[src/hdl/tsc_pkg.sv]
`timescale 1ns / 1ps
// ----------------------------------------------------------------------------
// tsc_pkg
// shared types and constants for the temperature sensor sequencer and decoder
// ----------------------------------------------------------------------------
package tsc_pkg;

  localparam int DATA_WIDTH             = 16;
  localparam int TEMP_WIDTH             = 12;
  localparam int TICK_COUNTER_WIDTH_DEF = 16;
  localparam int CFG_INDEX_WIDTH        = 1;
  localparam int S_TDATA_WIDTH          = 24;
  localparam int M_TDATA_WIDTH          = 24;

  // register indexes on the configuration channel
  localparam logic [CFG_INDEX_WIDTH-1:0] REG_CONVERT_TICKS = 1'b0;
  localparam logic [CFG_INDEX_WIDTH-1:0] REG_TIMEOUT_TICKS = 1'b1;

  localparam logic [DATA_WIDTH-1:0] CONVERT_TICKS_RESET = 16'd30;
  localparam logic [DATA_WIDTH-1:0] TIMEOUT_TICKS_RESET = 16'd50;

  // clamp limits as magnitudes in tenths of a degree
  localparam logic [TEMP_WIDTH-1:0] TEMP_MAX_MAG = 12'd1500;
  localparam logic [TEMP_WIDTH-1:0] TEMP_MIN_MAG = 12'd500;

  // half an lsb of the tenths result in the scaled product (before the shift by eight)
  localparam logic [19:0] ROUND_HALF = 20'd128;

  typedef enum logic [1:0] {
    CMD_TICK       = 2'd0,
    CMD_START      = 2'd1,
    CMD_READ       = 2'd2,
    CMD_START_READ = 2'd3
  } cmd_t;

  typedef enum logic [2:0] {
    PH_IDLE       = 3'b001,
    PH_CONVERTING = 3'b010,
    PH_READY      = 3'b100
  } phase_t;

  // phase codes as reported on the result word
  localparam logic [1:0] PHASE_CODE_IDLE       = 2'd0;
  localparam logic [1:0] PHASE_CODE_CONVERTING = 2'd1;
  localparam logic [1:0] PHASE_CODE_READY      = 2'd2;

  typedef struct packed {
    cmd_t                  command;
    logic [DATA_WIDTH-1:0] raw_reading;
    logic                  sign_bit;
    logic                  status_bit_one;
    logic                  status_bit_zero;
  } item_t;

  // packed so that the last field sits in the lowest bits
  typedef struct packed {
    logic                         conversion_done;
    logic [1:0]                   phase;
    logic                         bus_reset_issued;
    logic                         fresh_reading;
    logic signed [TEMP_WIDTH-1:0] temperature_tenths;
  } result_t;

endpackage

[src/hdl/tsc_decode.sv]
`timescale 1ns / 1ps
// ----------------------------------------------------------------------------
// tsc_decode
// converts a signed 1/256 degree reading into clamped tenths of a degree
// ----------------------------------------------------------------------------
module tsc_decode (
  input  logic                                sign_bit,
  input  logic [tsc_pkg::DATA_WIDTH-1:0]      raw_reading,
  output logic signed [tsc_pkg::TEMP_WIDTH-1:0] temperature_tenths
);
  import tsc_pkg::*;

  logic [DATA_WIDTH-1:0] mag;
  logic [19:0]           prod;
  logic [19:0]           pos_sum;
  logic [19:0]           neg_diff;
  logic [TEMP_WIDTH-1:0] pos_q;
  logic [TEMP_WIDTH-1:0] neg_q;

  // magnitude is the two's complement negation for negative readings
  assign mag  = sign_bit ? DATA_WIDTH'(~raw_reading + 16'd1) : raw_reading;
  // times ten as shift and add
  assign prod = 20'({mag, 3'b000}) + 20'({mag, 1'b0});

  assign pos_sum  = prod + ROUND_HALF;
  assign neg_diff = prod - ROUND_HALF;
  assign pos_q    = pos_sum[19:8];
  assign neg_q    = neg_diff[19:8];

  always_comb begin
    if (!sign_bit) begin
      if (pos_q > TEMP_MAX_MAG) begin
        temperature_tenths = $signed(TEMP_MAX_MAG);
      end else begin
        temperature_tenths = $signed(pos_q);
      end
    end else if (prod < ROUND_HALF) begin
      temperature_tenths = '0;
    end else if (neg_q > TEMP_MIN_MAG) begin
      temperature_tenths = -$signed(TEMP_MIN_MAG);
    end else begin
      temperature_tenths = -$signed(neg_q);
    end
  end

endmodule

[src/hdl/tsc_seq.sv]
`timescale 1ns / 1ps
// ----------------------------------------------------------------------------
// tsc_seq
// conversion sequencer: phase, tick counter, done flag and last temperature
// ----------------------------------------------------------------------------
module tsc_seq #(
  parameter int TICK_COUNTER_WIDTH = tsc_pkg::TICK_COUNTER_WIDTH_DEF
) (
  input  logic                                   clk,
  input  logic                                   rst,
  input  logic                                   en,
  input  tsc_pkg::item_t                         item,
  input  logic signed [tsc_pkg::TEMP_WIDTH-1:0]  decoded_temp,
  input  logic [tsc_pkg::DATA_WIDTH-1:0]         convert_ticks,
  input  logic [tsc_pkg::DATA_WIDTH-1:0]         timeout_ticks,
  output tsc_pkg::result_t                       result
);
  import tsc_pkg::*;

  phase_t                         phase_reg, phase_reg_next;
  logic [TICK_COUNTER_WIDTH-1:0]  tick_count, tick_count_next;
  logic [TICK_COUNTER_WIDTH-1:0]  tick_inc;
  logic                           done_flag, done_flag_next;
  logic signed [TEMP_WIDTH-1:0]   last_temperature, last_temperature_next;
  logic                           fresh, issued;
  logic                           is_start, is_read;
  logic [DATA_WIDTH-1:0]          tick_inc_ext;
  logic [DATA_WIDTH-1:0]          tick_next_ext;

  assign tick_inc      = tick_count + 1'b1;
  assign tick_inc_ext  = DATA_WIDTH'(tick_inc);
  assign tick_next_ext = DATA_WIDTH'(tick_count_next);
  assign is_start = (item.command == CMD_START) || (item.command == CMD_START_READ);
  assign is_read  = (item.command == CMD_READ) || (item.command == CMD_START_READ);

  always_comb begin
    phase_reg_next        = phase_reg;
    tick_count_next       = tick_count;
    done_flag_next        = done_flag;
    last_temperature_next = last_temperature;
    fresh                 = 1'b0;
    issued                = 1'b0;
    if (item.command == CMD_TICK) begin
      if (phase_reg != PH_IDLE) begin
        tick_count_next = tick_inc;
        if (tick_inc_ext > timeout_ticks) begin
          phase_reg_next  = PH_IDLE;
          tick_count_next = '0;
          done_flag_next  = 1'b0;
        end else if (tick_inc_ext > convert_ticks) begin
          phase_reg_next = PH_READY;
        end else begin
          phase_reg_next = PH_CONVERTING;
        end
        // compared after an abort too, so a zero convert count raises done in idle
        if (tick_next_ext == convert_ticks) begin
          done_flag_next = 1'b1;
        end
      end
    end else begin
      if (is_start && (phase_reg == PH_IDLE)) begin
        issued          = 1'b1;
        phase_reg_next  = PH_CONVERTING;
        tick_count_next = '0;
        done_flag_next  = 1'b0;
      end
      if (is_read && done_flag_next) begin
        done_flag_next = 1'b0;
        if (!item.status_bit_zero && !item.status_bit_one) begin
          last_temperature_next = decoded_temp;
          fresh                 = 1'b1;
        end
      end
    end
  end

  always_comb begin
    result.temperature_tenths = last_temperature_next;
    result.fresh_reading      = fresh;
    result.bus_reset_issued   = issued;
    result.conversion_done    = done_flag_next;
    case (phase_reg_next)
      PH_IDLE:       result.phase = PHASE_CODE_IDLE;
      PH_CONVERTING: result.phase = PHASE_CODE_CONVERTING;
      PH_READY:      result.phase = PHASE_CODE_READY;
      default:       result.phase = PHASE_CODE_IDLE;
    endcase
  end

  always_ff @(posedge clk) begin
    if (rst) begin
      phase_reg        <= PH_IDLE;
      tick_count       <= '0;
      done_flag        <= 1'b0;
      last_temperature <= '0;
    end else if (en) begin
      phase_reg        <= phase_reg_next;
      tick_count       <= tick_count_next;
      done_flag        <= done_flag_next;
      last_temperature <= last_temperature_next;
    end
  end

`ifndef SYNTHESIS
  // the counter is parked at zero whenever the sequencer is idle
  assert property (@(posedge clk) disable iff (rst)
    (phase_reg == PH_IDLE) |-> (tick_count == '0))
    else $error("tick counter nonzero while idle");

  // a bus reset is only issued from idle
  assert property (@(posedge clk) disable iff (rst)
    (en && result.bus_reset_issued) |-> (phase_reg == PH_IDLE))
    else $error("bus reset issued while busy");

  // state only moves when a word is processed
  assert property (@(posedge clk) disable iff (rst)
    !en |=> ($stable(phase_reg) && $stable(tick_count) && $stable(last_temperature)))
    else $error("sequencer state moved without a word");
`endif

endmodule

[src/hdl/temp_sensor_convert_and_decode_unit.sv]
`timescale 1ns / 1ps
// throughput: one word per cycle while the result side is not stalling; input
// register, single-pass logic, result register
// backpressure from the result side stalls the input register, then s_tready
// reset (rst, synchronous, active high): idle phase, counter, done flag and last
// temperature cleared; convert and timeout counts return to 30 and 50
// ----------------------------------------------------------------------------
// temp_sensor_convert_and_decode_unit
// sequences a sensor conversion by tick, start and read commands and decodes
// the reading into clamped tenths of a degree
// ----------------------------------------------------------------------------
module temp_sensor_convert_and_decode_unit #(
  parameter int TICK_COUNTER_WIDTH = tsc_pkg::TICK_COUNTER_WIDTH_DEF
) (
  input  logic                                   clk,
  input  logic                                   rst,
  // input stream
  input  logic                                   s_tvalid,
  output logic                                   s_tready,
  // status_bit_zero, status_bit_one, sign_bit, raw_reading[15:0], zero pad
  input  logic [tsc_pkg::S_TDATA_WIDTH-1:0]      s_tdata,
  // command
  input  logic [1:0]                             s_tuser,
  // result stream
  output logic                                   m_tvalid,
  input  logic                                   m_tready,
  // temperature_tenths[11:0], fresh_reading, bus_reset_issued, phase[1:0],
  // conversion_done, zero pad
  output logic [tsc_pkg::M_TDATA_WIDTH-1:0]      m_tdata,
  // configuration writes
  input  logic                                   cfg_valid,
  output logic                                   cfg_ready,
  input  logic [tsc_pkg::CFG_INDEX_WIDTH-1:0]    cfg_index,
  input  logic [tsc_pkg::DATA_WIDTH-1:0]         cfg_data
);
  import tsc_pkg::*;

  // configuration registers
  logic [DATA_WIDTH-1:0] convert_ticks;
  logic [DATA_WIDTH-1:0] timeout_ticks;

  // input register stage
  logic  s1_valid;
  item_t s1_item;

  // result register stage
  logic    out_valid;
  result_t out_result;

  logic                         advance;
  logic signed [TEMP_WIDTH-1:0] decoded_temp;
  result_t                      seq_result;

  // a word leaves the input register whenever the result register is free
  // or being drained in the same cycle
  assign advance  = s1_valid && (!out_valid || m_tready);
  assign s_tready = !s1_valid || advance;

  // config writes are always accepted and take effect at the next clock edge
  assign cfg_ready = 1'b1;

  always_ff @(posedge clk) begin
    if (rst) begin
      convert_ticks <= CONVERT_TICKS_RESET;
      timeout_ticks <= TIMEOUT_TICKS_RESET;
    end else if (cfg_valid) begin
      case (cfg_index)
        REG_CONVERT_TICKS: convert_ticks <= cfg_data;
        REG_TIMEOUT_TICKS: timeout_ticks <= cfg_data;
        default: ;
      endcase
    end
  end

  always_ff @(posedge clk) begin
    if (rst) begin
      s1_valid <= 1'b0;
    end else if (s_tready) begin
      s1_valid <= s_tvalid;
    end
  end

  // payload: unpack tdata from the lowest bit up
  always_ff @(posedge clk) begin
    if (s_tvalid && s_tready) begin
      s1_item.status_bit_zero <= s_tdata[0];
      s1_item.status_bit_one  <= s_tdata[1];
      s1_item.sign_bit        <= s_tdata[2];
      s1_item.raw_reading     <= s_tdata[DATA_WIDTH+2:3];
      s1_item.command         <= cmd_t'(s_tuser);
    end
  end

  // reading decode runs on every word; the sequencer decides whether to keep it
  tsc_decode u_decode (
    .sign_bit           (s1_item.sign_bit),
    .raw_reading        (s1_item.raw_reading),
    .temperature_tenths (decoded_temp)
  );

  tsc_seq #(
    .TICK_COUNTER_WIDTH (TICK_COUNTER_WIDTH)
  ) u_seq (
    .clk           (clk),
    .rst           (rst),
    .en            (advance),
    .item          (s1_item),
    .decoded_temp  (decoded_temp),
    .convert_ticks (convert_ticks),
    .timeout_ticks (timeout_ticks),
    .result        (seq_result)
  );

  always_ff @(posedge clk) begin
    if (rst) begin
      out_valid <= 1'b0;
    end else if (advance) begin
      out_valid <= 1'b1;
    end else if (m_tready) begin
      out_valid <= 1'b0;
    end
  end

  always_ff @(posedge clk) begin
    if (advance) begin
      out_result <= seq_result;
    end
  end

  assign m_tvalid = out_valid;
  assign m_tdata  = {{(M_TDATA_WIDTH-$bits(result_t)){1'b0}}, out_result};

`ifndef SYNTHESIS
  // a fresh reading always consumes the done flag
  assert property (@(posedge clk) disable iff (rst)
    (out_valid && out_result.fresh_reading) |-> !out_result.conversion_done)
    else $error("fresh reading with done flag still set");

  // a start leaves the sequencer converting with done cleared
  assert property (@(posedge clk) disable iff (rst)
    (out_valid && out_result.bus_reset_issued) |->
      ((out_result.phase == PHASE_CODE_CONVERTING) && !out_result.conversion_done))
    else $error("bus reset without entering conversion");

  // a stalled input word stays put until it moves on
  assert property (@(posedge clk) disable iff (rst)
    (s1_valid && !advance) |=> (s1_valid && $stable(s1_item)))
    else $error("input register lost a stalled word");

  // the result register is never overwritten while a word is pending
  assert property (@(posedge clk) disable iff (rst)
    (out_valid && !m_tready) |-> !advance)
    else $error("result overwritten under backpressure");
`endif

endmodule
[config.mk]
export PLATFORM = sky130hd
export DESIGN_NAME = temp_sensor_convert_and_decode_unit
export DESIGN_NICKNAME = d
export VERILOG_FILES = /design/src/hdl/tsc_pkg.sv /design/src/hdl/tsc_decode.sv /design/src/hdl/tsc_seq.sv /design/src/hdl/temp_sensor_convert_and_decode_unit.sv
export SDC_FILE = /design/constraint.sdc
export NUM_CORES = 1
export LEC_CHECK = 0
export BUFFER_PORTS_ARGS = -buffer_cell sky130_fd_sc_hd__buf_2
export CAP_MARGIN = 15
export CORE_MARGIN = 1
export CORE_UTILIZATION = 60
export CTS_CLUSTER_DIAMETER = 30
export DETAILED_ROUTE_END_ITERATION = 8
export GPL_ROUTABILITY_DRIVEN = 0
export GPL_TIMING_DRIVEN = 0
export PLACE_DENSITY = 0.8
export SLEW_MARGIN = 20
export SYNTH_ARGS = -nofsm -noshare
export SYNTH_HDL_FRONTEND = slang
export SYNTH_SLANG_ARGS = --single-unit
[constraint.sdc]
create_clock -name clk -period 7.8 [get_ports clk]
set_clock_uncertainty 0.15 [all_clocks]
set_input_delay 2.34 -clock clk [delete_from_list [all_inputs] [get_ports clk]]
set_output_delay 2.34 -clock clk [all_outputs]
set_load 0.01 [all_outputs]
-- Yosys cells after proc, flatten, opt, wreduce, memory -nomap -nowiden
Index checks and enable logic that the tools add are counted.
- register bits: 104
- latch bits: 0
- RAM bits: 0
- memory bits (read-only): 0
- input port bits: 48
- output and inout port bits: 27
- logic and storage cells: 87
- memories: 0
- add/sub/neg operators: 6
- $mul: 0
- div/mod/pow operators: 0
- $lt $le $gt $ge: 5
- equality and inequality tests: 8
- shifts and indexed selects: 0
- muxes and demuxes: 29
- bitwise logic cells: 3
- reductions and logical operators: 18
- operators by type and width (operator ; count):
    $mux 12 ; 7
    $mux 16 ; 5
    $add 16x1->16 const B ; 2
    $gt 16x16->1 ; 2
    $add 19x17->20 ; 1
    $add 20x8->20 const B ; 1
    $lt 20x8->1 const B ; 1
    $sub 20x8->20 const B ; 1
    $eq 16x16->1 ; 1
    $not 16->16 ; 1
    $mux 3 ; 5
    $gt 12x11->1 const B ; 1
    $gt 12x9->1 const B ; 1
    $neg 12->12 ; 1
    $mux 1 ; 11
    $logic_and 1x1->1 ; 5
    $eq 2x2->1 const B ; 2
    $logic_not 1->1 ; 4
    $logic_or 1x1->1 ; 4
    $pmux 2 s2 ; 1
    $reduce_and 2->1 ; 2
    $eq 3x1->1 const B ; 1
    $eq 3x2->1 const B ; 1
    $eq 3x3->1 const B ; 1
    other kinds (6) ; 7

-- Depth between registers and ports, before layout
Gate-level depths: netlist of the first run.
- depth in word-level cells: 12
- gate-level depth with buffers: 26
- depth with buffers taken out: 23

-- Cells and area by module
From an unflattened synthesis of the first run, not the netlist that was laid out.
- cells, all modules: 1169
- area total of the unflattened synthesis: 9466.6 µm²
- modules (own cells, without submodules) (module ; times used ; cells an instance ; area each (µm²)):
    tsc_seq ; 1 ; 503 ; 3590.9
    tsc_decode ; 1 ; 480 ; 3249.4
    temp_sensor_convert_and_decode_unit ; 1 ; 186 ; 2626.3

-- Least setup slack after synthesis of the first run
OpenSTA, ideal clock, no wires.
- path kind: register to register
- start point: reg, netlist name s1_item[2]
- end point: reg out_result, in the netlist m_tdata[0], data pin
- arrival time: 5104 ps
- data required time: 7385 ps
- slack: 2281 ps
- cell stages (with the launch flop): 27
- path buffers: 6
- period minus slack after synthesis: 5519 ps
- cell sequence: edfxtp_1 -> buf_2 -> buf_6 -> buf_4 -> clkbuf_1 -> o21ai_0 -> xnor2_1 -> ha_1 -> and3_1 -> a221o_1 -> and2_1 -> clkbuf_1 -> o21a_1 -> nor2_1 -> xnor2_1 -> inv_1 -> ha_1 -> clkbuf_1 -> xnor2_1 -> ha_1 -> o22ai_1 -> o21ai_0 -> a2111o_1 -> a22o_1 -> o2111a_1 -> a32oi_1 -> o31ai_1
- RTL lines (item ; RTL line ; RTL):
    end signal: assignment ; temp_sensor_convert_and_decode_unit.sv:126 ; out_result <= seq_result;
    end: declaration ; temp_sensor_convert_and_decode_unit.sv:48 ; result_t out_result;

==> impl_metrics.prom, run 1 <==
# TYPE chip_impl_metric gauge
chip_impl_info{name="outcome",value="complete, no violations"} 1
chip_impl_metric{name="synth_largest_type_area_fraction",unit="%"} 15.5
chip_impl_metric{name="number_of_cells_after_detailed_placement",unit=""} 1325
chip_impl_metric{name="clockPowerShare",unit="%"} 25.6
chip_impl_metric{name="slew-limit-headroom",unit="%"} 31.8
chip_impl_metric{name="num_vias",unit=""} 8268
chip_impl_metric{name="stdcell_count",unit=""} 1341
chip_impl_metric{name="finalSetupTns",unit="ps"} 0
chip_impl_metric{name="crit_required",unit="ps"} 7740
chip_impl_metric{name="io_pins",unit=""} 75
chip_impl_info{name="hold_path_class",value="reg -> reg"} 1
chip_impl_info{name="synthDominantAreaCellType",value="sky130_fd_sc_hd__dfxtp_1"} 1
chip_impl_info{name="cp-start-kind",value="register"} 1
chip_impl_metric{name="count_of_final_hold_check_violations",unit=""} 0
chip_impl_info{name="setup.worst_path.start",value="s1_item[2]$_DFFE_PP_"} 1
chip_impl_info{name="yosys_most_used_dff",value="sky130_fd_sc_hd__dfxtp_1"} 1
chip_impl_metric{name="start_util",unit="%"} 61.6
chip_impl_metric{name="async_reset_ff_share",unit="%"} 0
chip_impl_metric{name="grt_start_max_net_pins",unit=""} 27
chip_impl_metric{name="first_pass_iters",unit=""} 6
chip_impl_metric{name="die_width",unit="um"} 121
chip_impl_metric{name="static_leakage",unit="nW"} 3.67
chip_impl_metric{name="comb_power_share",unit="%"} 39.6
chip_impl_info{name="rsz_0062_raised_after_global_routing",value="no"} 1
chip_impl_metric{name="timing_worst_slew_pin_value",unit="ps"} 1020
chip_impl_metric{name="max-clock-path-buffers",unit=""} 2
chip_impl_metric{name="synth.cell_area",unit="mm^2"} 0.00855
chip_impl_metric{name="insertedDiodeCount",unit=""} 0
chip_impl_info{name="critPathCapture",value="m_tdata[6]$_DFFE_PP_"} 1
chip_impl_metric{name="num-fill-cells",unit=""} 1210
chip_impl_metric{name="grt_util_met1",unit="%"} 42.9
chip_impl_metric{name="max-vdd-ir-drop",unit="mV"} 0.120
chip_impl_metric{name="largest_register_ff_count",unit=""} 21
chip_impl_metric{name="die_height",unit="um"} 121
chip_impl_metric{name="power.share.sequential",unit="%"} 34.8
chip_impl_metric{name="ant_nets",unit=""} 0
chip_impl_metric{name="fin_nets",unit=""} 1250
chip_impl_metric{name="routed_via_density",unit=""} 6.17
chip_impl_metric{name="io_buffer_count",unit=""} 60
chip_impl_metric{name="ys.warnings.count",unit=""} 0
chip_impl_metric{name="placed_cell_area",unit="mm^2"} 0.00910
chip_impl_info{name="r2r_end",value="m_tdata[6]$_DFFE_PP_"} 1
chip_impl_metric{name="detail_route.wl_per_cell",unit="um"} 16.1
chip_impl_metric{name="share_of_the_clock_period_used_by_the_worst_path_after_layout",unit="%"} 83.2
chip_impl_metric{name="grt_antenna_before_repair",unit=""} 0
chip_impl_metric{name="avgSynthCellArea",unit="um^2"} 7.92
chip_impl_metric{name="coreArea",unit="mm^2"} 0.0139
chip_impl_metric{name="hold_buf_count_cts",unit=""} 0
chip_impl_metric{name="power.switching",unit="W"} 0.000665
chip_impl_info{name="yosysMostFrequentCell",value="sky130_fd_sc_hd__nand2_1"} 1
chip_impl_metric{name="fp-row-count",unit=""} 43
chip_impl_metric{name="power_density",unit="mW/mm^2"} 184
chip_impl_info{name="path_class",value="reg -> reg"} 1
chip_impl_info{name="timing.rr.start",value="s1_item[2]$_DFFE_PP_"} 1
chip_impl_metric{name="clkSinkCount",unit=""} 104
chip_impl_metric{name="rrSetupSlack",unit="ps"} 1310
chip_impl_metric{name="setup_violations",unit=""} 0
chip_impl_metric{name="ys_seq_elements",unit=""} 104
chip_impl_metric{name="gr-total-overflow",unit=""} 0
chip_impl_metric{name="design.die.area",unit="mm^2"} 0.0147
chip_impl_metric{name="hpwl",unit="um"} 16500
chip_impl_info{name="cts_root_buffer",value="sky130_fd_sc_hd__clkbuf_16"} 1
chip_impl_metric{name="cap_violations",unit=""} 0
chip_impl_info{name="holdCritStartpoint",value="timeout_ticks[8]$_SDFFE_PP0P_"} 1
chip_impl_metric{name="drive_gt1_share",unit="%"} 11.1
chip_impl_metric{name="cts_setup_buffers",unit=""} 0
chip_impl_metric{name="netlist-cell-type-count",unit=""} 96
chip_impl_metric{name="critPathArrivalTime",unit="ps"} 6440
chip_impl_metric{name="area.growth.synth_to_final",unit="%"} 9.71
chip_impl_metric{name="detailed_route_wire_length",unit="um"} 21600
chip_impl_info{name="end_kind",value="register"} 1
chip_impl_metric{name="synth_seq_area_share",unit="%"} 28.8
chip_impl_metric{name="fmax",unit="MHz"} 154
chip_impl_metric{name="h-tree-depth",unit=""} 3
chip_impl_metric{name="internal_power",unit="W"} 0.00106
chip_impl_metric{name="period_needed",unit="ps"} 6490
chip_impl_metric{name="synth-edff-count",unit=""} 38
chip_impl_metric{name="clock_pin_slew_reported_for_the_worst_setup_and_hold_paths_after_clock_tree_synthesis",unit="ps"} 70
chip_impl_metric{name="syn-instance-count",unit=""} 1079
chip_impl_info{name="grt_most_used_layer",value="met2"} 1
chip_impl_info{name="synth.top_cells.by_count",value="sky130_fd_sc_hd__nand2_1 (119), sky130_fd_sc_hd__nor2_1 (118), sky130_fd_sc_hd__a21oi_1 (73)"} 1
chip_impl_metric{name="gr-usage-met2",unit="%"} 44.7
chip_impl_metric{name="number_of_global_route_vias_before_repair",unit=""} 7193
chip_impl_info{name="synth_top_cells_by_area",value="sky130_fd_sc_hd__dfxtp_1 (15%), sky130_fd_sc_hd__edfxtp_1 (13%), sky130_fd_sc_hd__ha_1 (6.7%), sky130_fd_sc_hd__xnor2_1 (5.4%), sky130_fd_sc_hd__nand2_1 (5.2%)"} 1
chip_impl_metric{name="groute.usage.overall",unit="%"} 29.9
chip_impl_metric{name="groute.layer.met3.usage",unit="%"} 4.37
chip_impl_metric{name="grt_first_pass_wirelength",unit="um"} 34800
chip_impl_metric{name="clock_insertion_delay_worst_skew",unit="ps"} 370
chip_impl_metric{name="reg2reg_depth",unit=""} 20
chip_impl_metric{name="cts_buffers",unit=""} 9
chip_impl_metric{name="sw_frac_of_total",unit="%"} 38.5
chip_impl_metric{name="critical_path.max_fanout",unit=""} 10
chip_impl_metric{name="post_cts.resized_instances",unit=""} 0
chip_impl_metric{name="stdcell_area",unit="mm^2"} 0.00938
chip_impl_metric{name="drt-initial-drc-count",unit=""} 741
chip_impl_metric{name="maxSlewViolCount",unit=""} 0
chip_impl_metric{name="post-route-drc-count",unit=""} 0
chip_impl_info{name="tritoncts_clock_tree",value="built"} 1
chip_impl_info{name="max_flop_register",value="s1_item"} 1
-- kinds of logic (layout without fill, tap and decap cells) --
logic type | count (synthesis) | count (layout) | share of synthesized area, %
compound gates | 286 | 286 | 23.6
xor+xnor | 71 | 71 | 7.36
fa+ha+maj | 46 | 46 | 6.73
buf+inv | 124 | 200 | 6.27
flops | 104 | 104 | 28.8
mux | 11 | 11 | 1.45
other cells | 2 | 8 | 0.0879
simple gates | 435 | 435 | 25.7
-- critical path, stage by stage (launching register included) --
cell and delay [ps]:
sky130_fd_sc_hd__edfxtp_1 340, sky130_fd_sc_hd__buf_2 210, sky130_fd_sc_hd__buf_6 170, sky130_fd_sc_hd__buf_4 200
sky130_fd_sc_hd__clkbuf_1 450, sky130_fd_sc_hd__o21ai_0 210, sky130_fd_sc_hd__xnor2_1 250, sky130_fd_sc_hd__ha_1 280
sky130_fd_sc_hd__and3_1 160, sky130_fd_sc_hd__a221o_1 360, sky130_fd_sc_hd__a21bo_2 220, sky130_fd_sc_hd__a21oi_2 240
sky130_fd_sc_hd__xor2_1 320, sky130_fd_sc_hd__clkbuf_1 450, sky130_fd_sc_hd__o211ai_1 320, sky130_fd_sc_hd__a2111oi_0 470
sky130_fd_sc_hd__nand4_1 200, sky130_fd_sc_hd__mux2i_2 430, sky130_fd_sc_hd__nor2_1 100, sky130_fd_sc_hd__o41ai_1 530
sky130_fd_sc_hd__a31oi_1 160
-- worst min-delay path by stage --
stage	endpoint	slack [ps]	cells past startpoint
final	timeout_ticks[8]$_SDFFE_PP0P_	310	2
after global routing	timeout_ticks[8]$_SDFFE_PP0P_	320	2
after CTS	convert_ticks[12]$_SDFFE_PP0P_	310	2
after detailed placement	convert_ticks[12]$_SDFFE_PP0P_	300	2
after global placement	timeout_ticks[14]$_SDFFE_PP0P_	290	2
after floorplan	convert_ticks[11]$_SDFFE_PP0P_	290	2
-- cell usage in the layout, fill, tap and decap left out, types with 9 or more instances in the layout --
| cell | n |
|---|---|
| sky130_fd_sc_hd__o211ai_1 | 11 |
| sky130_fd_sc_hd__nand2b_1 | 20 |
| sky130_fd_sc_hd__clkbuf_1 | 42 |
| sky130_fd_sc_hd__nand2_1 | 119 |
| sky130_fd_sc_hd__and3_1 | 14 |
| sky130_fd_sc_hd__edfxtp_1 | 38 |
| sky130_fd_sc_hd__nor2b_1 | 18 |
| sky130_fd_sc_hd__nand3_1 | 26 |
| sky130_fd_sc_hd__buf_4 | 12 |
| sky130_fd_sc_hd__buf_2 | 68 |
| sky130_fd_sc_hd__o21a_1 | 14 |
| sky130_fd_sc_hd__a21o_1 | 10 |
| sky130_fd_sc_hd__nand4_1 | 21 |
| sky130_fd_sc_hd__a211oi_1 | 15 |
| sky130_fd_sc_hd__nand3b_1 | 10 |
| sky130_fd_sc_hd__or3_1 | 9 |
| sky130_fd_sc_hd__and2_1 | 13 |
| sky130_fd_sc_hd__nor2_1 | 118 |
| sky130_fd_sc_hd__xnor2_1 | 53 |
| sky130_fd_sc_hd__clkbuf_16 | 9 |
| sky130_fd_sc_hd__o21ai_0 | 35 |
| sky130_fd_sc_hd__xor2_1 | 17 |
| sky130_fd_sc_hd__o31ai_1 | 13 |
| sky130_fd_sc_hd__dfxtp_1 | 66 |
| sky130_fd_sc_hd__inv_1 | 55 |
| sky130_fd_sc_hd__nor4_1 | 9 |
| sky130_fd_sc_hd__ha_1 | 46 |
| sky130_fd_sc_hd__a31oi_1 | 23 |
| sky130_fd_sc_hd__a21oi_1 | 73 |
| sky130_fd_sc_hd__nor3_1 | 24 |
-- area by class of cell --
| type | count | area [um^2] | area share (%) |
|---|---|---|---|
| plain buffers | 69 | 330 | 3.52 |
| clock buffers | 10 | 229 | 2.44 |
| clock inverters | 6 | 51.3 | 0.547 |
| inverters | 55 | 206 | 2.20 |
| multi-input cells | 857 | 5570 | 59.4 |
| flip-flops and latches | 104 | 2460 | 26.3 |
| well taps | 180 | 225 | 2.40 |
| repair buffers | 60 | 300 | 3.20 |
-- stage by stage --
stage | total power [W] | worst slack (ps) | hold slack (ps) | utilization (%)
after floorplan | 0.00113 | 2280 | 286 | -
after global placement | 0.00127 | 1470 | 293 | 65.5
after detailed placement | 0.00128 | 1460 | 298 | 65.5
after CTS | 0.00172 | 1440 | 308 | 67.6
after global routing | 0.00181 | 805 | 322 | 67.6
final | 0.00172 | 1310 | 308 | 67.6
-- routing by layer --
layer,wire length [um],up-vias,share of wire [%]
met1,10100,3769,47
met2,9160,373,42
met4,593,0,2.7
met5,0,-,0
li1,-,4069,-
met3,1820,57,8.4
-- power groups by stage --
stage                     combinational, W  clock [W]  sequential (W)
after CTS                         0.000670   0.000445        0.000600
after global placement            0.000656          0        0.000612
final                             0.000683   0.000441        0.000601
after floorplan                   0.000515          0        0.000610
after global routing              0.000748   0.000461        0.000604
after detailed placement          0.000665          0        0.000613
Note: power is estimated with default switching activity, not from simulation.
==> run 2, diff against run 1 <==
- clock period: 7.8 -> 6.27 ns (I/O delays scaled with it)
==> run 2 against run 1 <==
- register-to-register slack got worse by 960 ps
- flip-flop and latch count unchanged
- non-clock buffer count rose by 1
- power up 25%
- global-route usage unchanged
- worst setup slack got worse by 960 ps
- wire length grew 0.32%
- via count decreased by 1.0%
- maximum frequency grew 9.6%
- design area is 0.79% higher
- sequential share of layout area decreased by 0.21 points
- critical path type unchanged
- highest routed layer unchanged
==> impl_metrics.prom, run 2 (same netlist as run 1, synthesis figures left out) <==
# TYPE chip_impl_metric gauge
chip_impl_metric{name="grt_antenna_before_repair",unit=""} 0
chip_impl_metric{name="drt-initial-drc-count",unit=""} 782
chip_impl_info{name="slowest_stage",value="sky130_fd_sc_hd__dfxtp_1"} 1
chip_impl_metric{name="clock_pin_slew_reported_for_the_worst_setup_and_hold_paths_after_clock_tree_synthesis",unit="ps"} 80
chip_impl_metric{name="share_of_the_clock_period_used_by_the_worst_path_after_layout",unit="%"} 94.5
chip_impl_metric{name="num_vias",unit=""} 8185
chip_impl_info{name="path_class",value="reg -> reg"} 1
chip_impl_metric{name="utilization_after_layout",unit="%"} 68.1
chip_impl_metric{name="static_leakage",unit="nW"} 3.70
chip_impl_info{name="critPathCapture",value="m_tdata[16]$_DFFE_PP_"} 1
chip_impl_info{name="end_kind",value="register"} 1
chip_impl_metric{name="crit_required",unit="ps"} 6230
chip_impl_metric{name="clock_insertion_delay_worst_skew",unit="ps"} 370
chip_impl_info{name="hold_path_class",value="reg -> reg"} 1
chip_impl_metric{name="hold_buf_count_cts",unit=""} 0
chip_impl_metric{name="number_of_cells_after_detailed_placement",unit=""} 1325
chip_impl_metric{name="design.die.area",unit="mm^2"} 0.0147
chip_impl_metric{name="fp-row-count",unit=""} 43
chip_impl_metric{name="die_height",unit="um"} 121
chip_impl_metric{name="drive_gt1_share",unit="%"} 12.4
chip_impl_info{name="outcome",value="complete, no violations"} 1
chip_impl_info{name="final_common_cell",value="sky130_fd_sc_hd__nand2_1"} 1
chip_impl_metric{name="fmax",unit="MHz"} 169
chip_impl_metric{name="rrSetupSlack",unit="ps"} 350
chip_impl_info{name="setup.worst_path.start",value="u_seq.tick_count[0]$_SDFFE_PP0P_"} 1
chip_impl_metric{name="io_pins",unit=""} 75
chip_impl_info{name="layout_common_cells",value="sky130_fd_sc_hd__nand2_1 (119), sky130_fd_sc_hd__nor2_1 (116), sky130_fd_sc_hd__a21oi_1 (73), sky130_fd_sc_hd__buf_2 (67), sky130_fd_sc_hd__dfxtp_1 (66)"} 1
chip_impl_metric{name="total_power",unit="W"} 0.00216
chip_impl_metric{name="largest_register_ff_count",unit=""} 21
chip_impl_metric{name="grt_first_pass_wirelength",unit="um"} 34800
chip_impl_metric{name="h-tree-depth",unit=""} 3
chip_impl_info{name="tritoncts_clock_tree",value="built"} 1
chip_impl_metric{name="detail_route.wl_per_cell",unit="um"} 16.2
chip_impl_metric{name="groute.usage.overall",unit="%"} 29.9
chip_impl_metric{name="detailed_route_wire_length",unit="um"} 21700
chip_impl_metric{name="insertedDiodeCount",unit=""} 0
chip_impl_info{name="max_flop_register",value="s1_item"} 1
chip_impl_metric{name="timing_worst_slew_pin_value",unit="ps"} 1020
chip_impl_metric{name="post-route-drc-count",unit=""} 0
chip_impl_metric{name="critPathArrivalTime",unit="ps"} 5890
chip_impl_info{name="cts_root_buffer",value="sky130_fd_sc_hd__clkbuf_16"} 1
chip_impl_metric{name="routed_via_density",unit=""} 6.10
chip_impl_metric{name="fin_nets",unit=""} 1251
chip_impl_info{name="path_cells",value="ha_1, nand3_1, nor2_2, and3_1, clkbuf_1, and3_1, and3_1, xor2_1, ha_1, nand4_1, nor2_1, and3_1, o21a_1, o21ai_2, a21oi_1, o32ai_1, xnor2_1, or4_1, o31ai_1"} 1
chip_impl_metric{name="clkSinkCount",unit=""} 104
chip_impl_metric{name="maxSlewViolCount",unit=""} 0
chip_impl_metric{name="stdcell_count",unit=""} 1342
chip_impl_metric{name="hpwl",unit="um"} 16500
chip_impl_metric{name="gr-total-overflow",unit=""} 0
chip_impl_metric{name="first_pass_iters",unit=""} 5
chip_impl_metric{name="die_width",unit="um"} 121
chip_impl_metric{name="start_util",unit="%"} 61.6
chip_impl_metric{name="cpPeakStageDelay",unit="ps"} 560
chip_impl_metric{name="area.growth.synth_to_final",unit="%"} 10.6
chip_impl_info{name="cpMostUsedCell",value="sky130_fd_sc_hd__and3_1"} 1
chip_impl_metric{name="cap_violations",unit=""} 0
chip_impl_metric{name="io_buffer_count",unit=""} 60
chip_impl_metric{name="cts_buffers",unit=""} 9
chip_impl_metric{name="setup_violations",unit=""} 0
chip_impl_metric{name="count_of_final_hold_check_violations",unit=""} 0
chip_impl_metric{name="coreArea",unit="mm^2"} 0.0139
chip_impl_metric{name="max-vdd-ir-drop",unit="mV"} 0.153
chip_impl_info{name="r2r_end",value="m_tdata[16]$_DFFE_PP_"} 1
chip_impl_metric{name="power_density",unit="mW/mm^2"} 228
chip_impl_info{name="timing.rr.start",value="u_seq.tick_count[0]$_SDFFE_PP0P_"} 1
chip_impl_metric{name="ant_nets",unit=""} 0
chip_impl_metric{name="critical_path.max_fanout",unit=""} 10
chip_impl_info{name="cp-start-kind",value="register"} 1
chip_impl_metric{name="slew-limit-headroom",unit="%"} 31.8
chip_impl_metric{name="max-clock-path-buffers",unit=""} 2
chip_impl_metric{name="reg2reg_depth",unit=""} 19
chip_impl_metric{name="grt_start_max_net_pins",unit=""} 27
chip_impl_metric{name="number_of_global_route_vias_before_repair",unit=""} 7193
chip_impl_metric{name="placed_cell_area",unit="mm^2"} 0.00910
chip_impl_metric{name="stdcell_area",unit="mm^2"} 0.00945
chip_impl_metric{name="period_needed",unit="ps"} 5920
run 2: changes by cell type in the layout (fill, tap and decap cells not counted), moves of 2 or more:
cell | previous run | this run
sky130_fd_sc_hd__buf_4 | 12 | 14
sky130_fd_sc_hd__clkbuf_1 | 42 | 38
sky130_fd_sc_hd__clkbuf_2 | 1 | 4
sky130_fd_sc_hd__nor2_1 | 118 | 116
sky130_fd_sc_hd__nor2_2 | 0 | 2
run 2: what timing repair did:
item	in CTS	in global routing
resized for setup	1	21
setup buffers	0	2
endpoints found under the setup margin	6	33
pin swaps	0	2
run 2: worst min path at each step:
stage                                    from                        endpoint  slack, ps  depth (start not counted)
3_3_place_gp   timeout_ticks[14]$_SDFFE_PP0P_  timeout_ticks[14]$_SDFFE_PP0P_        290                          2
2_1_floorplan  convert_ticks[11]$_SDFFE_PP0P_  convert_ticks[11]$_SDFFE_PP0P_        290                          2
3_5_place_dp   convert_ticks[12]$_SDFFE_PP0P_  convert_ticks[12]$_SDFFE_PP0P_        300                          2
5_1_grt         timeout_ticks[8]$_SDFFE_PP0P_   timeout_ticks[8]$_SDFFE_PP0P_        320                          2
4_1_cts        convert_ticks[12]$_SDFFE_PP0P_  convert_ticks[12]$_SDFFE_PP0P_        310                          2
6_report        timeout_ticks[8]$_SDFFE_PP0P_   timeout_ticks[8]$_SDFFE_PP0P_        310                          2
run 2: cell type report:
| type | instances | area, um^2 |
|---|---|---|
| repair buffers | 62 | 315 |
| fillers | 1204 | 4430 |
| well taps | 180 | 225 |
| clock inverters | 6 | 51.3 |
| multi-input cells | 857 | 5630 |
| plain buffers | 68 | 333 |
| clock buffers | 10 | 229 |
| flip-flops and latches | 104 | 2460 |
| inverters | 55 | 206 |
run 2: power breakdown:
group	internal (W)	switching [W]
Sequential	0.000727	0.0000205
Combinational	0.000322	0.000536
Clock	0.000276	0.000277
run 2: critical path, delay by kind of cell (launching register included):
family	cells	cell delay, ps
AO/OA/AOI/OAI	5	1570
flip-flops	1	560
buffers and inverters	1	220
AND/OR/NAND/NOR	9	2080
adder cells (fa/ha/maj)	2	630
XOR/XNOR	2	430
run 2: stage by stage:
| step | hold WS [ps] | setup TNS, ps | worst slack, ps |
|---|---|---|---|
| after floorplan | 286 | 0 | 751 |
| final | 308 | 0 | 347 |
| after detailed placement | 298 | -147 | -65.2 |
| after CTS | 308 | 0 | 0.629 |
| after global routing | 322 | -11.2 | -8.53 |
| after global placement | 293 | -78.9 | -62.2 |
run 2: routing by layer:
layer  share of wire [%]  global-route usage [%]  up-vias
met3                 7.8                    4.37       36
met2                  43                    44.7      343
met4                 2.2                    12.0        0
met5                   0                       0        -
met1                  47                    42.9     3749
li1                    -                       -     4057
==> run 3, diff against run 2 <==
- ABC_AREA: unset -> 1
- PLACE_DENSITY: 0.8 -> 0.81
==> run 3 against run 2 <==
- register-to-register slack gained 640 ps
- maximum frequency is 12% higher
- final cell count is 5.4% higher
- flip-flop and latch count unchanged
- clock power is 3.8% lower
- critical path type unchanged
- via count fell by 6.8%
- combinational power down 8.0%
- highest routed layer unchanged
- clock-buffer cell count unchanged
- worst hold slack better by 8.9 ps
- synthesized area shrank 7.0%
- die area decreased by 6.8%
- non-clock buffer count shrank 31
- largest power group unchanged
==> impl_metrics.prom, run 3 <==
# TYPE chip_impl_metric gauge
chip_impl_info{name="outcome",value="complete, no violations"} 1
chip_impl_metric{name="gr-total-overflow",unit=""} 0
chip_impl_metric{name="sequential_cell_area",unit="mm^2"} 0.00246
chip_impl_info{name="hold-path-endpoint",value="timeout_ticks[12]$_SDFFE_PP0P_"} 1
chip_impl_metric{name="number_of_global_route_vias_before_repair",unit=""} 6687
chip_impl_metric{name="num_vias",unit=""} 7626
chip_impl_metric{name="hold_buf_count_cts",unit=""} 0
chip_impl_metric{name="drt-initial-drc-count",unit=""} 584
chip_impl_metric{name="fp-row-count",unit=""} 41
chip_impl_info{name="max_flop_register",value="s1_item"} 1
chip_impl_metric{name="detailed_route_wire_length",unit="um"} 18500
chip_impl_metric{name="comb_power_share",unit="%"} 37.7
chip_impl_info{name="slowest_stage",value="sky130_fd_sc_hd__dfxtp_1"} 1
chip_impl_metric{name="finalSetupTns",unit="ps"} 0
chip_impl_metric{name="clock_insertion_delay_worst_skew",unit="ps"} 360
chip_impl_info{name="cp-start-kind",value="register"} 1
chip_impl_metric{name="coreArea",unit="mm^2"} 0.0128
chip_impl_metric{name="cts_setup_buffers",unit=""} 0
chip_impl_metric{name="first_pass_iters",unit=""} 5
chip_impl_info{name="hold_path_class",value="reg -> reg"} 1
chip_impl_info{name="cpMostUsedCell",value="sky130_fd_sc_hd__nand2_1"} 1
chip_impl_metric{name="h-tree-depth",unit=""} 3
chip_impl_metric{name="cts_buffers",unit=""} 9
chip_impl_metric{name="synth-edff-count",unit=""} 38
chip_impl_metric{name="setup_violations",unit=""} 0
chip_impl_info{name="tritoncts_clock_tree",value="built"} 1
chip_impl_metric{name="total_power",unit="W"} 0.00209
chip_impl_metric{name="max-clock-path-buffers",unit=""} 2
chip_impl_metric{name="ant_nets",unit=""} 0
chip_impl_info{name="holdCritStartpoint",value="timeout_ticks[12]$_SDFFE_PP0P_"} 1
chip_impl_info{name="final_common_cell",value="sky130_fd_sc_hd__nand2_1"} 1
chip_impl_metric{name="netlist-cell-type-count",unit=""} 47
chip_impl_metric{name="insertedDiodeCount",unit=""} 0
chip_impl_metric{name="largest_register_ff_count",unit=""} 21
chip_impl_metric{name="num-fill-cells",unit=""} 1110
chip_impl_metric{name="detail_route.wl_per_cell",unit="um"} 13.1
chip_impl_metric{name="avgSynthCellArea",unit="um^2"} 6.85
chip_impl_metric{name="cpPeakStageDelay",unit="ps"} 500
chip_impl_metric{name="area.growth.synth_to_final",unit="%"} 10.2
chip_impl_metric{name="grt_start_max_net_pins",unit=""} 27
chip_impl_info{name="yosys_most_used_dff",value="sky130_fd_sc_hd__dfxtp_1"} 1
chip_impl_metric{name="max-vdd-ir-drop",unit="mV"} 0.185
chip_impl_info{name="timing.rr.start",value="u_seq.tick_count[0]$_SDFFE_PP0P_"} 1
chip_impl_metric{name="fin_nets",unit=""} 1332
chip_impl_info{name="path_class",value="reg -> reg"} 1
chip_impl_info{name="r2r_end",value="u_seq.done_flag$_SDFFE_PP0P_"} 1
chip_impl_metric{name="hpwl",unit="um"} 14700
chip_impl_metric{name="io_pins",unit=""} 75
chip_impl_metric{name="routed_via_density",unit=""} 5.39
chip_impl_info{name="synthDominantAreaCellType",value="sky130_fd_sc_hd__dfxtp_1"} 1
chip_impl_info{name="synth.top_cells.by_count",value="sky130_fd_sc_hd__nand2_1 (265), sky130_fd_sc_hd__inv_1 (142), sky130_fd_sc_hd__a21oi_1 (88), sky130_fd_sc_hd__nand3_1 (88), sky130_fd_sc_hd__nor2_1 (86)"} 1
chip_impl_metric{name="count_of_final_hold_check_violations",unit=""} 0
chip_impl_metric{name="io_buffer_count",unit=""} 60
chip_impl_metric{name="reg2reg_depth",unit=""} 31
chip_impl_metric{name="ys_seq_elements",unit=""} 104
chip_impl_metric{name="multi_input_logic_area",unit="mm^2"} 0.00474
chip_impl_metric{name="timing_worst_slew_pin_value",unit="ps"} 871
chip_impl_metric{name="power_density",unit="mW/mm^2"} 239
chip_impl_metric{name="die_width",unit="um"} 117
chip_impl_metric{name="rrSetupSlack",unit="ps"} 990
chip_impl_metric{name="clkSinkCount",unit=""} 104
chip_impl_metric{name="crit_required",unit="ps"} 6410
chip_impl_metric{name="fmax",unit="MHz"} 189
chip_impl_metric{name="drive_gt1_share",unit="%"} 15.2
chip_impl_metric{name="min_path_cells",unit=""} 2
chip_impl_metric{name="static_leakage",unit="nW"} 4.23
chip_impl_metric{name="sw_frac_of_total",unit="%"} 38.7
chip_impl_metric{name="maxSlewViolCount",unit=""} 0
chip_impl_metric{name="share_of_the_clock_period_used_by_the_worst_path_after_layout",unit="%"} 84.3
chip_impl_metric{name="synth.cell_area",unit="mm^2"} 0.00795
chip_impl_info{name="yosysMostFrequentCell",value="sky130_fd_sc_hd__nand2_1"} 1
chip_impl_info{name="layout_common_cells",value="sky130_fd_sc_hd__nand2_1 (265), sky130_fd_sc_hd__inv_1 (142), sky130_fd_sc_hd__nand3_1 (88), sky130_fd_sc_hd__a21oi_1 (88), sky130_fd_sc_hd__nor2_1 (86)"} 1
chip_impl_metric{name="slew-limit-headroom",unit="%"} 41.9
chip_impl_metric{name="post-route-drc-count",unit=""} 0
chip_impl_metric{name="ys.warnings.count",unit=""} 0
chip_impl_metric{name="cap_violations",unit=""} 0
chip_impl_metric{name="async_reset_ff_share",unit="%"} 0
chip_impl_metric{name="start_util",unit="%"} 62.3
chip_impl_metric{name="clock_pin_slew_reported_for_the_worst_setup_and_hold_paths_after_clock_tree_synthesis",unit="ps"} 70
chip_impl_info{name="cts_root_buffer",value="sky130_fd_sc_hd__clkbuf_16"} 1
chip_impl_info{name="end_kind",value="register"} 1
chip_impl_metric{name="period_needed",unit="ps"} 5280
chip_impl_metric{name="groute.usage.overall",unit="%"} 28.3
chip_impl_metric{name="synth_largest_type_area_fraction",unit="%"} 16.6
chip_impl_metric{name="power.share.sequential",unit="%"} 36.9
chip_impl_metric{name="critical_path.max_fanout",unit=""} 10
chip_impl_metric{name="die_height",unit="um"} 117
chip_impl_metric{name="internal_power",unit="W"} 0.00128
chip_impl_metric{name="synth_seq_area_share",unit="%"} 31.0
chip_impl_metric{name="grt_antenna_before_repair",unit=""} 0
chip_impl_metric{name="power.switching",unit="W"} 0.000810
chip_impl_metric{name="clockPowerShare",unit="%"} 25.4
chip_impl_metric{name="post_cts.resized_instances",unit=""} 0
chip_impl_info{name="rsz_0062_raised_after_global_routing",value="no"} 1
chip_impl_metric{name="grt_first_pass_wirelength",unit="um"} 30300
chip_impl_metric{name="syn-instance-count",unit=""} 1161
chip_impl_metric{name="critPathArrivalTime",unit="ps"} 5420
chip_impl_metric{name="design.die.area",unit="mm^2"} 0.0137
chip_impl_info{name="synth_top_cells_by_area",value="sky130_fd_sc_hd__dfxtp_1 (17%), sky130_fd_sc_hd__edfxtp_1 (14%), sky130_fd_sc_hd__nand2_1 (13%), sky130_fd_sc_hd__ha_1 (7.2%), sky130_fd_sc_hd__inv_1 (6.7%)"} 1
## run 3: cell count changes after synthesis, sizes merged, moves of 15 or more
| cell | previous run | this run |
|---|---|---|
| a211oi | 19 | 3 |
| a21oi | 74 | 94 |
| a31oi | 23 | 3 |
| and3 | 15 | 0 |
| buf | 27 | 12 |
| clkbuf | 42 | 27 |
| inv | 55 | 152 |
| nand2 | 119 | 306 |
| nand2b | 20 | 0 |
| nand3 | 27 | 95 |
| nor2b | 18 | 0 |
| o21ai | 41 | 83 |
| xnor2 | 54 | 4 |
## run 3: worst max-delay path by stage
stage | from | end | depth (start not counted)
2_1_floorplan | u_seq.tick_count[0]$_SDFFE_PP0P_ | m_tdata[16]$_DFFE_PP_ | 32
3_3_place_gp | u_seq.tick_count[0]$_SDFFE_PP0P_ | u_seq.done_flag$_SDFFE_PP0P_ | 31
3_5_place_dp | u_seq.tick_count[0]$_SDFFE_PP0P_ | u_seq.done_flag$_SDFFE_PP0P_ | 31
4_1_cts | u_seq.tick_count[0]$_SDFFE_PP0P_ | u_seq.done_flag$_SDFFE_PP0P_ | 31
5_1_grt | u_seq.tick_count[0]$_SDFFE_PP0P_ | u_seq.done_flag$_SDFFE_PP0P_ | 30
6_report | u_seq.tick_count[0]$_SDFFE_PP0P_ | u_seq.done_flag$_SDFFE_PP0P_ | 31
## run 3: critical path, delay by kind of cell, from the launching register on
family	cells	cell delay, ps
compound gates	6	920
xor+xnor	1	380
fa+ha+maj	2	430
buf+inv	3	390
flops	1	500
simple gates	19	2460
## run 3: cell families after synthesis
family                   after synthesis  synth area share (%)
AND/OR/NAND/NOR                      570                  33.6
flip-flops                           104                  31.0
XOR/XNOR                              31                  3.41
AO/OA/AOI/OAI                        215                  15.0
buffers and inverters                193                  9.69
other                                  2                0.0944
adder cells (fa/ha/maj)               46                  7.24
## run 3: through the flow
stage / instances / hold WS (ps) / area (um^2) / setup WS [ps] / util (%)
finish: 1415 / 317 / 8760 / 986 / 68.6
global route: 1415 / 334 / 8760 / 368 / 68.6
CTS: 1415 / 316 / 8760 / 1070 / 68.6
detailed placement: 1399 / 304 / 8490 / 1130 / 66.5
global placement: 1399 / 301 / 8490 / 1150 / 66.5
floorplan: 1167 / 285 / 7980 / 2170 / -
## run 3: power groups by stage
stage          registers, W  clock network [W]  logic [W]
5_1_grt            0.000778           0.000555   0.000894
3_3_place_gp       0.000785                  0   0.000761
3_5_place_dp       0.000786                  0   0.000774
2_1_floorplan      0.000783                  0   0.000606
4_1_cts            0.000771           0.000533   0.000781
6_report           0.000772           0.000532   0.000789
## run 3: final cells by class
cell class	count	share of cell area, %
Buffer	39	2.21
Clock buffer	10	2.61
Clock inverter	6	0.485
Inverter	154	6.60
Multi-Input combinational cell	870	54.1
Sequential cell	104	28.1
Tap cell	172	2.46
Timing Repair Buffer	60	3.43
## run 3: per-layer routing
layer / wire [um] / track usage (%) / share of wire, % / vias to the layer above
li1: - / - / - / 3958
met1: 8850 / 38.0 / 48 / 3396
met2: 8240 / 46.2 / 44 / 237
met3: 1040 / 4.53 / 5.6 / 35
met4: 421 / 10.3 / 2.3 / 0
met5: 0 / 0 / 0 / -
